### config.mk
export PLATFORM = sky130hd
export DESIGN_NAME = button_press_duration_classifier_flat
export DESIGN_NICKNAME = d
export VERILOG_FILES = /design/src/rtl/core/bpdc_pkg.sv /design/src/rtl/core/bpdc_if.sv /design/src/rtl/core/button_press_duration_classifier.sv /design/src/flat_wrapper.sv
export SDC_FILE = /design/constraint.sdc
export NUM_CORES = 1
export LEC_CHECK = 0
export BUFFER_PORTS_ARGS = -buffer_cell sky130_fd_sc_hd__buf_4
export CAP_MARGIN = 20
export CELL_PAD_IN_SITES_DETAIL_PLACEMENT = 2
export CELL_PAD_IN_SITES_GLOBAL_PLACEMENT = 2
export CORE_ASPECT_RATIO = 0.75
export CORE_MARGIN = 4
export CORE_UTILIZATION = 38
export CTS_CLUSTER_DIAMETER = 80
export CTS_CLUSTER_SIZE = 10
export DETAILED_ROUTE_END_ITERATION = 8
export GPL_ROUTABILITY_DRIVEN = 0
export PLACE_DENSITY_LB_ADDON = 0.1
export SLEW_MARGIN = 40
export SYNTH_ARGS = -nofsm -noshare
export SYNTH_HDL_FRONTEND = slang
export SYNTH_SLANG_ARGS = --single-unit
### constraint.sdc
create_clock -name clk -period 10.7 [get_ports clk]
set_clock_uncertainty 0.15 [all_clocks]
set_input_delay 1.07 -clock clk [delete_from_list [all_inputs] [get_ports clk]]
set_output_delay 1.07 -clock clk [all_outputs]
set_load 0.01 [all_outputs]
### src/rtl/core/bpdc_pkg.sv
// ----------------------------------------------------------------------------
// bpdc_pkg
// Types and constants shared by the button press duration classifier.
// ----------------------------------------------------------------------------
package bpdc_pkg;

  localparam int unsigned STAMP_W  = 32;
  localparam int unsigned HOLD_W   = 16;
  localparam int unsigned APB_DW   = 32;
  localparam int unsigned APB_AW   = 4;

  typedef logic [STAMP_W-1:0] stamp_t;
  typedef logic [HOLD_W-1:0]  hold_t;

  typedef enum logic [1:0] {
    REG_DEBOUNCE     = 2'd0,
    REG_SELECT_HOLD  = 2'd1,
    REG_ESCAPE_HOLD  = 2'd2,
    REG_ACTIVE_LEVEL = 2'd3
  } reg_idx_t;

  localparam hold_t DEBOUNCE_RST     = hold_t'(75);
  localparam hold_t SELECT_HOLD_RST  = hold_t'(550);
  localparam hold_t ESCAPE_HOLD_RST  = hold_t'(1200);
  localparam logic  ACTIVE_LEVEL_RST = 1'b0;

  typedef struct packed {
    logic next_press;
    logic select_press;
    logic escape_press;
    logic any_key;
    logic long_press;
  } flags_t;

endpackage

### src/rtl/core/bpdc_if.sv
// ----------------------------------------------------------------------------
// bpdc channel interfaces
// Valid/ready channels for polls in and classified results out.
// ----------------------------------------------------------------------------
interface bpdc_poll_if;
  logic             valid;
  logic             ready;
  bpdc_pkg::stamp_t now_ms;
  logic             button_level;

  modport source (output valid, output now_ms, output button_level, input ready);
  modport sink   (input valid, input now_ms, input button_level, output ready);
endinterface

interface bpdc_result_if;
  logic valid;
  logic ready;
  logic poll_taken;
  logic next_press;
  logic select_press;
  logic escape_press;
  logic any_key;
  logic long_press;

  modport source (output valid, output poll_taken, output next_press,
                  output select_press, output escape_press, output any_key,
                  output long_press, input ready);
  modport sink   (input valid, input poll_taken, input next_press,
                  input select_press, input escape_press, input any_key,
                  input long_press, output ready);
endinterface

### src/rtl/core/button_press_duration_classifier.sv
// ----------------------------------------------------------------------------
// button_press_duration_classifier
// Debounces timestamped button polls and classifies presses by hold time.
// ----------------------------------------------------------------------------
// Each accepted poll beat gives one result beat out in the next cycle; a poll is taken
// every cycle as long as the result register is empty or being drained. The
// whole classification is a pair of modular subtractions and compares against
// the configured thresholds, done between the state registers and the result
// register. Timestamps are used modulo 2^TIME_WIDTH. Configuration goes through
// the APB port (debounce, select hold, escape hold, active level at 0x0, 0x4,
// 0x8, 0xC) and should only be written while the block is idle.
module button_press_duration_classifier #(
  parameter int unsigned TIME_WIDTH = 32
) (
  input  logic                        clk,
  input  logic                        rst,
  bpdc_poll_if.sink                   poll,
  bpdc_result_if.source               result,
  input  logic                        psel,
  input  logic                        penable,
  input  logic                        pwrite,
  input  logic [bpdc_pkg::APB_AW-1:0] paddr,
  input  logic [bpdc_pkg::APB_DW-1:0] pwdata,
  output logic [bpdc_pkg::APB_DW-1:0] prdata,
  output logic                        pready
);

  typedef logic [TIME_WIDTH-1:0] tval_t;

  bpdc_pkg::hold_t   debounce_ms;
  bpdc_pkg::hold_t   select_hold_ms;
  bpdc_pkg::hold_t   escape_hold_ms;
  logic              active_level;

  tval_t             last_activity_time;
  tval_t             press_start_time;
  logic              was_pressed;
  bpdc_pkg::flags_t  flags;

  tval_t             last_activity_time_next;
  tval_t             press_start_time_next;
  logic              was_pressed_next;
  bpdc_pkg::flags_t  flags_next;

  bpdc_pkg::reg_idx_t reg_sel;
  logic              cfg_wr;
  logic              poll_acc;
  logic              res_valid;
  logic              res_taken;
  bpdc_pkg::flags_t  res_flags;

  tval_t             now_t;
  tval_t             since_act;
  tval_t             held;
  logic              down;
  logic              taken;

  // configuration port
  assign pready  = 1'b1;
  assign reg_sel = bpdc_pkg::reg_idx_t'(paddr[3:2]);
  assign cfg_wr  = psel && penable && pwrite;

  always_ff @(posedge clk) begin
    if (rst) begin
      debounce_ms    <= bpdc_pkg::DEBOUNCE_RST;
      select_hold_ms <= bpdc_pkg::SELECT_HOLD_RST;
      escape_hold_ms <= bpdc_pkg::ESCAPE_HOLD_RST;
      active_level   <= bpdc_pkg::ACTIVE_LEVEL_RST;
    end else if (cfg_wr) begin
      unique case (reg_sel)
        bpdc_pkg::REG_DEBOUNCE:     debounce_ms    <= pwdata[bpdc_pkg::HOLD_W-1:0];
        bpdc_pkg::REG_SELECT_HOLD:  select_hold_ms <= pwdata[bpdc_pkg::HOLD_W-1:0];
        bpdc_pkg::REG_ESCAPE_HOLD:  escape_hold_ms <= pwdata[bpdc_pkg::HOLD_W-1:0];
        bpdc_pkg::REG_ACTIVE_LEVEL: active_level   <= pwdata[0];
        default: ;
      endcase
    end
  end

  always_comb begin
    unique case (reg_sel)
      bpdc_pkg::REG_DEBOUNCE:     prdata = bpdc_pkg::APB_DW'(debounce_ms);
      bpdc_pkg::REG_SELECT_HOLD:  prdata = bpdc_pkg::APB_DW'(select_hold_ms);
      bpdc_pkg::REG_ESCAPE_HOLD:  prdata = bpdc_pkg::APB_DW'(escape_hold_ms);
      bpdc_pkg::REG_ACTIVE_LEVEL: prdata = bpdc_pkg::APB_DW'(active_level);
      default:                    prdata = '0;
    endcase
  end

  // handshake: result register drains while a new poll comes in
  assign poll.ready = !res_valid || result.ready;
  assign poll_acc   = poll.valid && poll.ready;

  // classification
  assign now_t     = tval_t'(poll.now_ms);
  assign down      = (poll.button_level == active_level);
  assign since_act = now_t - last_activity_time;
  assign taken     = !((since_act < tval_t'(debounce_ms)) && !flags.long_press);

  always_comb begin
    last_activity_time_next = last_activity_time;
    press_start_time_next   = press_start_time;
    was_pressed_next        = was_pressed;
    flags_next              = flags;
    held                    = now_t - press_start_time;
    if (taken) begin
      flags_next.next_press   = 1'b0;
      flags_next.select_press = 1'b0;
      flags_next.escape_press = 1'b0;
      flags_next.any_key      = 1'b0;
      if (down && !was_pressed) begin
        was_pressed_next      = 1'b1;
        press_start_time_next = now_t;
        flags_next.long_press = 1'b0;
        held                  = '0;
      end
      if (down) begin
        last_activity_time_next = now_t;
        flags_next.any_key      = 1'b1;
        if (held >= tval_t'(select_hold_ms)) begin
          flags_next.long_press = 1'b1;
        end
      end else if (was_pressed) begin
        was_pressed_next = 1'b0;
        priority if (held >= tval_t'(escape_hold_ms)) begin
          flags_next.escape_press = 1'b1;
        end else if (held >= tval_t'(select_hold_ms)) begin
          flags_next.select_press = 1'b1;
        end else begin
          flags_next.next_press = 1'b1;
        end
        flags_next.any_key    = 1'b1;
        flags_next.long_press = 1'b0;
      end
    end
  end

  always_ff @(posedge clk) begin
    if (rst) begin
      last_activity_time <= '0;
      press_start_time   <= '0;
      was_pressed        <= 1'b0;
      flags              <= '0;
      res_valid          <= 1'b0;
    end else begin
      if (poll_acc) begin
        last_activity_time <= last_activity_time_next;
        press_start_time   <= press_start_time_next;
        was_pressed        <= was_pressed_next;
        flags              <= flags_next;
        res_valid          <= 1'b1;
      end else if (result.ready) begin
        res_valid <= 1'b0;
      end
    end
  end

  always_ff @(posedge clk) begin
    if (poll_acc) begin
      res_taken <= taken;
      res_flags <= flags_next;
    end
  end

  assign result.valid        = res_valid;
  assign result.poll_taken   = res_taken;
  assign result.next_press   = res_flags.next_press;
  assign result.select_press = res_flags.select_press;
  assign result.escape_press = res_flags.escape_press;
  assign result.any_key      = res_flags.any_key;
  assign result.long_press   = res_flags.long_press;

`ifndef SYNTHESIS
  a_one_release: assert property (@(posedge clk) disable iff (rst)
    res_valid |-> $onehot0({res_flags.next_press, res_flags.select_press,
                            res_flags.escape_press}))
    else $error("more than one release class");

  a_release_flags: assert property (@(posedge clk) disable iff (rst)
    (res_valid && (res_flags.next_press || res_flags.select_press ||
                   res_flags.escape_press))
      |-> (res_flags.any_key && !res_flags.long_press))
    else $error("release without any_key or with long_press");

  a_long_held: assert property (@(posedge clk) disable iff (rst)
    flags.long_press |-> (was_pressed && flags.any_key))
    else $error("long_press while not held");

  a_result_loaded: assert property (@(posedge clk) disable iff (rst)
    poll_acc |=> (res_valid && res_flags == $past(flags_next)))
    else $error("accepted poll not reflected in result");
`endif

endmodule
### src/flat_wrapper.sv
// flat-port wrapper written by rule: the top's interface ports become plain ports
module button_press_duration_classifier_flat 
#(
  parameter int unsigned TIME_WIDTH = 32
)
  (clk, rst, psel, penable, pwrite, paddr, pwdata, prdata, pready, poll_valid, poll_now_ms, poll_button_level, poll_ready, result_valid, result_poll_taken, result_next_press, result_select_press, result_escape_press, result_any_key, result_long_press, result_ready);
  bpdc_poll_if poll_i ();
  bpdc_result_if result_i ();
  input  logic clk;
  input  logic rst;
  input  logic psel;
  input  logic penable;
  input  logic pwrite;
  input  logic [bpdc_pkg::APB_AW-1:0] paddr;
  input  logic [bpdc_pkg::APB_DW-1:0] pwdata;
  output logic [bpdc_pkg::APB_DW-1:0] prdata;
  output logic pready;
  input wire logic [$bits(poll_i.valid)-1:0] poll_valid;
  input wire logic [$bits(poll_i.now_ms)-1:0] poll_now_ms;
  input wire logic [$bits(poll_i.button_level)-1:0] poll_button_level;
  output wire logic [$bits(poll_i.ready)-1:0] poll_ready;
  output wire logic [$bits(result_i.valid)-1:0] result_valid;
  output wire logic [$bits(result_i.poll_taken)-1:0] result_poll_taken;
  output wire logic [$bits(result_i.next_press)-1:0] result_next_press;
  output wire logic [$bits(result_i.select_press)-1:0] result_select_press;
  output wire logic [$bits(result_i.escape_press)-1:0] result_escape_press;
  output wire logic [$bits(result_i.any_key)-1:0] result_any_key;
  output wire logic [$bits(result_i.long_press)-1:0] result_long_press;
  input wire logic [$bits(result_i.ready)-1:0] result_ready;
  assign poll_i.valid = poll_valid;
  assign poll_i.now_ms = poll_now_ms;
  assign poll_i.button_level = poll_button_level;
  assign poll_ready = poll_i.ready;
  assign result_valid = result_i.valid;
  assign result_poll_taken = result_i.poll_taken;
  assign result_next_press = result_i.next_press;
  assign result_select_press = result_i.select_press;
  assign result_escape_press = result_i.escape_press;
  assign result_any_key = result_i.any_key;
  assign result_long_press = result_i.long_press;
  assign result_i.ready = result_ready;
  button_press_duration_classifier #(.TIME_WIDTH(TIME_WIDTH)) u_core (.clk(clk), .rst(rst), .poll(poll_i), .result(result_i), .psel(psel), .penable(penable), .pwrite(pwrite), .paddr(paddr), .pwdata(pwdata), .prdata(prdata), .pready(pready));
endmodule
==> flow_summary.toml, run 1 <==
[timing]
timing.setup.tns_ns = 0
hold_viol = 0
min_period_ns = 6.41
report.final.setup_viol = 0
period_share_pct = 59.9
max_freq_ghz = 0.156
slew_headroom_pct = 45.2
maxSlewViolCount = 0
grt_setup_unrepaired = "no"
timing.hold.ws_ns = 0.307
layout_setup_ws_ns = 4.29
max_slew.worst_pin.slew_ns = 0.822

[clock_tree]
htreeDepth = 4
ctsResizeCount = 0
hold_buffers = 0
clkTransAtPathRegs_ns = 0.06
clk_latency_ns = 0.44
cts_setup_buffers = 0
clockBufferDepth = 2
cts_buffers = 17
cts_tree = "built"
root_buffer = "clkbuf_16"
cts_sinks = 126

[worst_hold_path]
hold_path_end = "u_core.press_start_time[17]$_SDFFE_PP0P_"
hold_path.class = "reg -> reg"
worst_hold_startpoint = "u_core.press_start_time[17]$_SDFFE_PP0P_"
hold_depth = 2

[synthesis]
async_flop_share_pct = 0
synth-seq-cells = 126
syn-cell-area_mm2 = 0.0107
ys_types = 83
synth_flop_cell = "dfxtp_1"
syn_inst = 1423
yosysSeqAreaShare_pct = 24.1
syn_avg_cell_area_um2 = 7.52
yosysWarnings = 0
synth_edf_count = 6

[drt]
drc = 0
viasPerCell = 5.74
postRouteAntennaNets = 0
drt_iter0_markers = 658
firstDrtPassIters = 5
wirelength_mm = 40.3
vias = 10500
wire_per_inst_um = 22.0

[worst_setup_path]
crit_path_start_kind = "input pin"
crit_chain = "buf_4 > ha_1 > a21o_1 > a211o_2 > o21ai_0 > and2_1 > o21ai_0 > xor2_1 > ha_1 > a211oi_1 > o211ai_1 > nor3_1 > o2111ai_1 > nor3b_1 > nand4_1 > or4b_1 > nand3_2 > buf_4 > mux2i_1"
max_stage_delay_ns = 0.79
worstSetupPathType = "in -> reg"
cp_data_arrival_time_ns = 6.61
slowest_stage = "or4b_1"
cp_max_fo = 23
rrSetupSlack_ns = 4.65
cp.required_ns = 10.90
crit_path_end_kind = "register"
reg2reg_depth = 19
reg2reg_from = "u_core.last_activity_time[4]$_SDFFE_PP0P_"
r2r_end = "u_core.last_activity_time[9]$_SDFFE_PP0P_"

[die]
dieHeight_um = 153
ios = 117
core-area_mm2 = 0.0273
std_cell_rows = 52
fp.dieArea_mm2 = 0.0309
start_util_pct = 39.2
die_w_um = 202

[pwr]
leakage_nw = 4.96
ir_worst_vdd_uv = 120
powerDensity_mw_per_mm2 = 137

[outcome]
status = "complete, no violations"

[finish]
syn_to_final_growth_pct = 11.9
fillers = 3184
drive_gt1_share_pct = 9.68
n_antenna_cell = 0
nets = 1650
final_common_cell = "nand2_1"
layout_common_cells = "268 x nand2_1, 133 x a21oi_1, 127 x inv_1"

[placed_design]
hpwl_mm = 30.8
place_ws_ns = 4.01
port_buffers = 81

[grt]
grt_pass1_vias = 11100
grt_max_degree = 101
track_usage_pct = 25.8
grt_pass1_wl_mm = 63.8
grt_overflow = 0
grt_antenna_before_repair = 0

[run]
maxCapViolCount = 0
-- flip-flops by register name (all words and copies together), names as in the netlist --
register                    flops
u_core.result.poll_taken        1
u_core.select_hold_ms          16
u_core.was_pressed              1
u_core.result.valid             1
u_core.escape_hold_ms          16
u_core.result.long_press        1
u_core.result.select_press      1
u_core.result.escape_press      1
u_core.result.any_key           1
u_core.active_level             1
u_core.flags                    5
u_core.press_start_time        32
u_core.last_activity_time      32
u_core.debounce_ms             16
u_core.result.next_press        1
-- per-layer routing --
layer,vias up,wire [um],global-route usage [%]
met1,5275,21200,39.0
met2,185,17300,39.4
li1,5027,-,-
met5,-,0,0
met3,20,1510,3.45
met4,0,307,4.49
-- cell type report --
cell class | instances | area, um^2 | area share (%)
clock buffer | 20 | 468 | 3.91
clock inverter | 12 | 133 | 1.11
inverter | 129 | 485 | 4.05
multi-input combinational | 1103 | 7200 | 60.2
sequential | 126 | 2580 | 21.6
tap | 351 | 439 | 3.67
timing repair buffer | 88 | 664 | 5.55
-- metrics by stage --
step,cells,power [mW],instance area [um^2],util [%]
global route,1829,1.72,12000,43.8
global placement,1796,0.993,11300,41.5
CTS,1828,1.64,12000,43.8
floorplan,1438,0.866,10800,-
finish,1829,1.64,12000,43.8
detailed placement,1796,1.02,11400,41.6
-- logic make-up after synthesis --
group,synth area share [%]
buffers and inverters,9.35
other,0.0702
AOI/OAI and AO/OA,20.0
xor gates and xnor gates,3.11
DFF,24.1
and+or+nand+nor,21.9
muxes,8.36
adders and majority gates,13.1
-- Yosys cell counts (8+ instances only) --
cell,number,area (um^2)
o21ai_0,59,295
dfxtp_1,120,2400
and2_1,13,81.3
a21oi_1,133,666
a31oi_1,8,50.1
xor2_1,13,114
o21bai_1,9,67.6
clkbuf_1,39,146
o211ai_1,28,210
nand4_1,20,125
xnor2_1,25,219
nand3_1,27,135
nor2b_1,13,81.3
nor3_1,22,110
ha_1,107,1340
nor2_1,74,278
a211oi_1,17,128
mux2i_1,86,861
or3_1,9,56.3
inv_1,128,480
nand2_1,268,1010
and3_1,10,62.6
nand2b_1,15,93.8
a21o_1,26,195
buf_4,20,150
-- worst max path at each step --
stage | from | to | slack, ns | cells past startpoint
5_1_grt | poll_now_ms[4] | u_core.last_activity_time[9]$_SDFFE_PP0P_ | 3.99 | 19
6_report | poll_now_ms[4] | u_core.last_activity_time[9]$_SDFFE_PP0P_ | 4.29 | 19
3_5_place_dp | poll_now_ms[0] | u_core.last_activity_time[14]$_SDFFE_PP0P_ | 4.01 | 22
4_1_cts | poll_now_ms[4] | u_core.last_activity_time[9]$_SDFFE_PP0P_ | 4.31 | 19
3_3_place_gp | poll_now_ms[4] | u_core.last_activity_time[11]$_SDFFE_PP0P_ | 4.14 | 19
2_1_floorplan | poll_now_ms[0] | u_core.press_start_time[10]$_SDFFE_PP0P_ | 5.42 | 23
-- power by group --
| group | switching [mW] | internal [mW] |
|---|---|---|
| clock | 0.253 | 0.364 |
| sequential | 0.0128 | 0.491 |
| combinational | 0.318 | 0.197 |
-- critical path, delay by kind of cell --
family,cells,cell delay [ns]
simple gates,6,2.10
compound gates,7,1.66
mux,1,0.30
fa+ha+maj,2,0.58
buf+inv,2,0.63
xor+xnor,1,0.19
No activity file was read; power rests on OpenSTA's default activity.
==> inputs of run 2 (changes only) <==
--- a/config.mk
+++ b/config.mk
@@ -11,7 +11,7 @@
 export CELL_PAD_IN_SITES_GLOBAL_PLACEMENT = 2
 export CORE_ASPECT_RATIO = 0.75
 export CORE_MARGIN = 4
-export CORE_UTILIZATION = 38
+export CORE_UTILIZATION = 32
 export CTS_CLUSTER_DIAMETER = 80
 export CTS_CLUSTER_SIZE = 10
 export DETAILED_ROUTE_END_ITERATION = 8
==> constraint.sdc (replaced) <==
create_clock -name clk -period 5.75 [get_ports clk]
set_clock_uncertainty 0.15 [all_clocks]
set_input_delay 0.575 -clock clk [delete_from_list [all_inputs] [get_ports clk]]
set_output_delay 0.575 -clock clk [all_outputs]
set_load 0.01 [all_outputs]
==> flow_summary.toml, run 2 (synthesis gave the netlist of run 1 again) <==
[die]
die_w_um = 219
std_cell_rows = 57
dieHeight_um = 166
start_util_pct = 32.8
fp.dieArea_mm2 = 0.0365
core-area_mm2 = 0.0327
ios = 117

[drt]
drt_iter0_markers = 495
postRouteAntennaNets = 0
wirelength_mm = 40.9
wire_per_inst_um = 21.2
drc = 0
viasPerCell = 5.42
vias = 10400
firstDrtPassIters = 5

[placed_design]
port_buffers = 81
hpwl_mm = 32.3
dp.cells = 1893

[worst_setup_path]
timing.critical_path.mode_cell = "ha_1"
cp.depth = 19
rrSetupSlack_ns = 0.59
crit_path_start_kind = "register"
reg2reg_depth = 19
critPathLaunch = "u_core.last_activity_time[0]$_SDFFE_PP0P_"
crit_path_end_kind = "register"
reg2reg_from = "u_core.last_activity_time[0]$_SDFFE_PP0P_"
cp_max_fo = 32
slowest_stage = "or4b_1"
cp.buffers_inverters = 1
path_delay_family = "simple AND/OR/NAND/NOR gates"
worstSetupPathType = "reg -> reg"
crit_chain = "ha_1 > inv_1 > fa_1 > a21o_1 > a221o_1 > a211o_1 > nor2_1 > xnor2_1 > ha_1 > a21oi_1 > nand2_1 > o2bb2ai_1 > nor3_1 > o2111ai_1 > nor3b_1 > nand4_1 > or4b_1 > and3_4 > mux2i_1"
cp_data_arrival_time_ns = 5.30
cp.required_ns = 5.89
max_stage_delay_ns = 0.67

[finish]
nets = 1656
drive_gt1_share_pct = 9.97
n_antenna_cell = 0
layout.cells.non_filler = 1926
layout_common_cells = "268 x nand2_1, 133 x a21oi_1, 127 x inv_1"
syn_to_final_growth_pct = 13.2
fillers = 3858
final_common_cell = "nand2_1"
reg.largest.list = "u_core.last_activity_time: 32 flops, u_core.press_start_time: 32 flops"

[worst_hold_path]
worst_hold_startpoint = "poll_valid"
hold_depth = 3
hold_path.class = "in -> reg"

[grt]
use_met3_pct = 3.20
track_usage_pct = 22.3
grt_max_degree = 65
busiest_layer = "met1"
grt_overflow = 0
grt.met2_usage_pct = 32.0
grt_pass1_vias = 10900
met1_usage_pct = 35.3
grt_antenna_before_repair = 0
grt_pass1_wl_mm = 64.0

[clock_tree]
ctsResizeCount = 0
hold_buffers = 0
cts_sinks = 126
cts_tree = "built"
clkTransAtPathRegs_ns = 0.07
root_buffer = "clkbuf_16"
htreeDepth = 4
clk_latency_ns = 0.45
cts_buffers = 17
cts_setup_buffers = 0
clockBufferDepth = 2

[timing]
min_period_ns = 5.16
hold_viol = 0
period_share_pct = 89.7
report.final.setup_viol = 0
grt_setup_unrepaired = "no"
maxSlewViolCount = 0
max_slew.worst_pin.slew_ns = 0.731
timing.setup.tns_ns = 0
max_freq_ghz = 0.194
slew_headroom_pct = 50.9

[run]
maxCapViolCount = 0

[pwr]
ir_worst_vdd_uv = 150
total_power_mw = 2.98
powerDensity_mw_per_mm2 = 246
leakage_nw = 5.00

[outcome]
status = "complete, no violations"
[run 2: cell count changes in the layout (fill, tap and decap cells not counted)]
cell	before	now
clkinv_2	3	5
inv_6	2	3
buf_12	0	1
nor3_2	2	0
clkinvlp_4	4	1
nor3_4	0	1
clkbuf_16	18	17
nor3_1	20	21
buf_4	87	92
clkinv_4	1	3
nor3b_2	1	0
bufinv_16	2	1
nor3b_4	0	1
[run 2: per-layer routing]
metal | routed length, um | share of wire [%]
met1 | 22400 | 55
met2 | 16800 | 41
met3 | 1300 | 3.2
met4 | 345 | 0.84
met5 | 0 | 0
[run 2: stage by stage]
stage               hold WS [ns]  setup slack, ns  instance area, um^2  util [%]
floorplan                  0.285            0.964                10800         -
global placement           0.293            0.295                11500      35.3
detailed placement         0.301            0.158                11500      35.4
CTS                        0.208            0.573                12100      37.1
global route               0.221            0.268                12100      37.1
finish                     0.226            0.592                12100      37.1
[run 2: path summary, 6_finish.rpt]
| kind | end |
|---|---|
| min | u_core.result.valid$_SDFFE_PP0P_ |
| min reg2reg | u_core.press_start_time[18]$_SDFFE_PP0P_ |
| max | u_core.press_start_time[7]$_SDFFE_PP0P_ |
| max reg2reg | u_core.press_start_time[7]$_SDFFE_PP0P_ |
[run 2: worst reg2reg max path: cells and delay by family, from the launching register on]
family                     cells  cell delay [ns]
DFF                            1             0.33
buffers and inverters          1             0.06
AOI/OAI and AO/OA              6             1.40
xor gates and xnor gates       1             0.14
adders and majority gates      3             0.83
muxes                          1             0.29
and+or+nand+nor                7             1.82
[run 2: final cells by class]
class                           count  area, um^2  share of cell area (%)
Clock buffer                       19         443                    3.66
Sequential cell                   126        2580                    21.3
Tap cell                          442         553                    4.57
Timing Repair Buffer               94         722                    5.96
Clock inverter                     13         115                   0.950
Inverter                          129         487                    4.02
Multi-Input combinational cell   1103        7210                    59.5
[run 2: power breakdown]
group          internal (mW)  switching (mW)
logic                  0.370           0.598
registers              0.914          0.0218
clock network          0.607           0.474
total                   1.89            1.09
==> inputs of run 3 (changes only) <==
--- a/config.mk
+++ b/config.mk
@@ -17,6 +17,7 @@
 export DETAILED_ROUTE_END_ITERATION = 8
 export GPL_ROUTABILITY_DRIVEN = 0
 export PLACE_DENSITY_LB_ADDON = 0.1
+export REMOVE_ABC_BUFFERS = 1
 export SLEW_MARGIN = 40
 export SYNTH_ARGS = -nofsm -noshare
 export SYNTH_HDL_FRONTEND = slang
==> flow_summary.toml, run 3 (synthesis gave the netlist of run 1 again) <==
[outcome]
status = "complete, no violations"

[finish]
fillers = 3848
final_area_mm2 = 0.0122
nets = 1659
reg.largest.list = "u_core.last_activity_time: 32 flops, u_core.press_start_time: 32 flops"
layout.cells.non_filler = 1930
syn_to_final_growth_pct = 13.6
final_util_pct = 37.2
drive_gt1_share_pct = 9.95
layout_common_cells = "268 x nand2_1, 133 x a21oi_1, 127 x inv_1"
final_common_cell = "nand2_1"

[grt]
grt_pass1_wl_mm = 63.7
track_usage_pct = 22.2
grt_pass1_vias = 10800
grt_antenna_before_repair = 0
grt_overflow = 0
grt_max_degree = 65

[worst_setup_path]
reg2reg_from = "u_core.last_activity_time[12]$_SDFFE_PP0P_"
cp_max_fo = 32
path_delay_family = "simple AND/OR/NAND/NOR gates"
crit_path_start_kind = "register"
cp.buffers_inverters = 1
worstSetupPathType = "reg -> reg"
cp.required_ns = 5.88
max_stage_delay_ns = 0.59
cp_data_arrival_time_ns = 5.17
crit_chain = "inv_1 > ha_1 > and4_1 > nor2b_1 > nor3_1 > and2_1 > o21ai_0 > xor2_1 > ha_1 > a211oi_1 > o211ai_1 > nor3_1 > o2111ai_1 > nor3b_1 > nand4_1 > or4b_1 > and3_4 > mux2i_1"
crit_path_end_kind = "register"
slowest_stage = "or4b_1"
reg2reg_depth = 18
critPathLaunch = "u_core.last_activity_time[12]$_SDFFE_PP0P_"
cp.depth = 18
rrSetupSlack_ns = 0.71
r2r_end = "u_core.press_start_time[7]$_SDFFE_PP0P_"
endpoint = "u_core.press_start_time[7]$_SDFFE_PP0P_"

[timing]
max_slew.worst_pin.slew_ns = 0.853
layout_setup_ws_ns = 0.715
grt_setup_unrepaired = "no"
timing.hold.ws_ns = 0.233
period_share_pct = 87.6
slew_headroom_pct = 43.1
maxSlewViolCount = 0
report.final.setup_viol = 0
max_freq_ghz = 0.199
min_period_ns = 5.04
timing.setup.tns_ns = 0
hold_viol = 0

[drt]
viasPerCell = 5.39
firstDrtPassIters = 5
drt_iter0_markers = 624
vias = 10400
postRouteAntennaNets = 0
drc = 0
wire_per_inst_um = 21.2
wirelength_mm = 40.9

[placed_design]
dpl-instance-area_mm2 = 0.0116
hpwl_mm = 32.3
dp.cells = 1897
port_buffers = 81
place_ws_ns = 0.320

[die]
core-area_mm2 = 0.0327
die_w_um = 219
ios = 117
fp.dieArea_mm2 = 0.0365
std_cell_rows = 57
start_util_pct = 32.8
dieHeight_um = 166

[clock_tree]
cts_sinks = 126
cts_buffers = 17
ctsResizeCount = 0
clk_latency_ns = 0.44
clkTransAtPathRegs_ns = 0.06
clockBufferDepth = 2
root_buffer = "clkbuf_16"
hold_buffers = 0
htreeDepth = 4
cts_tree = "built"
cts_setup_buffers = 0

[pwr]
p_comb_share_pct = 32.6
powerDensity_mw_per_mm2 = 247
intPower_mw = 1.93
power_frac_seq_pct = 31.2
total_power_mw = 3.00
ir_worst_vdd_uv = 140
leakage_nw = 5.01
p_switching_mw = 1.07
p_sw_share_pct = 35.7
clockPowerShare_pct = 36.2

[worst_hold_path]
hold_depth = 3
hold_path.class = "in -> reg"

[run]
maxCapViolCount = 0
run 3: changes by cell type in the layout (fill, tap and decap cells not counted):
cell	delta
buf_6	+1
clkinv_4	-2
inv_4	-1
buf_4	+1
buf_8	+1
clkbuf_1	+2
clkinvlp_4	+1
clkinv_2	+1
inv_6	-2
diode_2	+1
o31ai_1	+1
bufinv_16	+1
o31ai_2	-1
run 3: routing by layer:
metal,global-route usage [%],vias to the layer above,share of wire (%)
met3,3.02,18,3.6
met2,31.8,164,41
met5,0,-,0
li1,-,5045,-
met1,35.3,5185,54
met4,3.76,0,0.67
run 3: power groups by stage:
stage,logic [mW],registers (mW),clock network (mW)
floorplan,0.628,0.948,0
CTS,0.977,0.936,1.12
global route,1.09,0.940,1.16
finish,0.981,0.936,1.09
detailed placement,0.968,0.955,0
global placement,0.932,0.952,0
run 3: how the worst min path moves through the flow:
stage / from / endpoint
final: pwdata[5] / u_core.escape_hold_ms[5]$_SDFFE_PP1P_
after detailed placement: u_core.press_start_time[14]$_SDFFE_PP0P_ / u_core.press_start_time[14]$_SDFFE_PP0P_
after global placement: u_core.press_start_time[6]$_SDFFE_PP0P_ / u_core.press_start_time[6]$_SDFFE_PP0P_
after CTS: pwdata[5] / u_core.escape_hold_ms[5]$_SDFFE_PP1P_
after global routing: pwdata[10] / u_core.escape_hold_ms[10]$_SDFFE_PP1P_
after floorplan: u_core.press_start_time[10]$_SDFFE_PP0P_ / u_core.press_start_time[10]$_SDFFE_PP0P_
run 3: area by class of cell:
class	instances	area [um^2]	share of cell area (%)
Clock inverter	11	118	0.968
Sequential cell	126	2580	21.2
Tap cell	442	553	4.55
Multi-Input combinational cell	1103	7210	59.3
Inverter	129	485	3.99
Timing Repair Buffer	97	756	6.22
Antenna cell	1	2.50	0.0206
Clock buffer	21	450	3.71
run 3: worst min-delay path: stages:
cell and delay, ns:
buf_4 0.09, nand2_1 0.04, o211ai_1 0.07
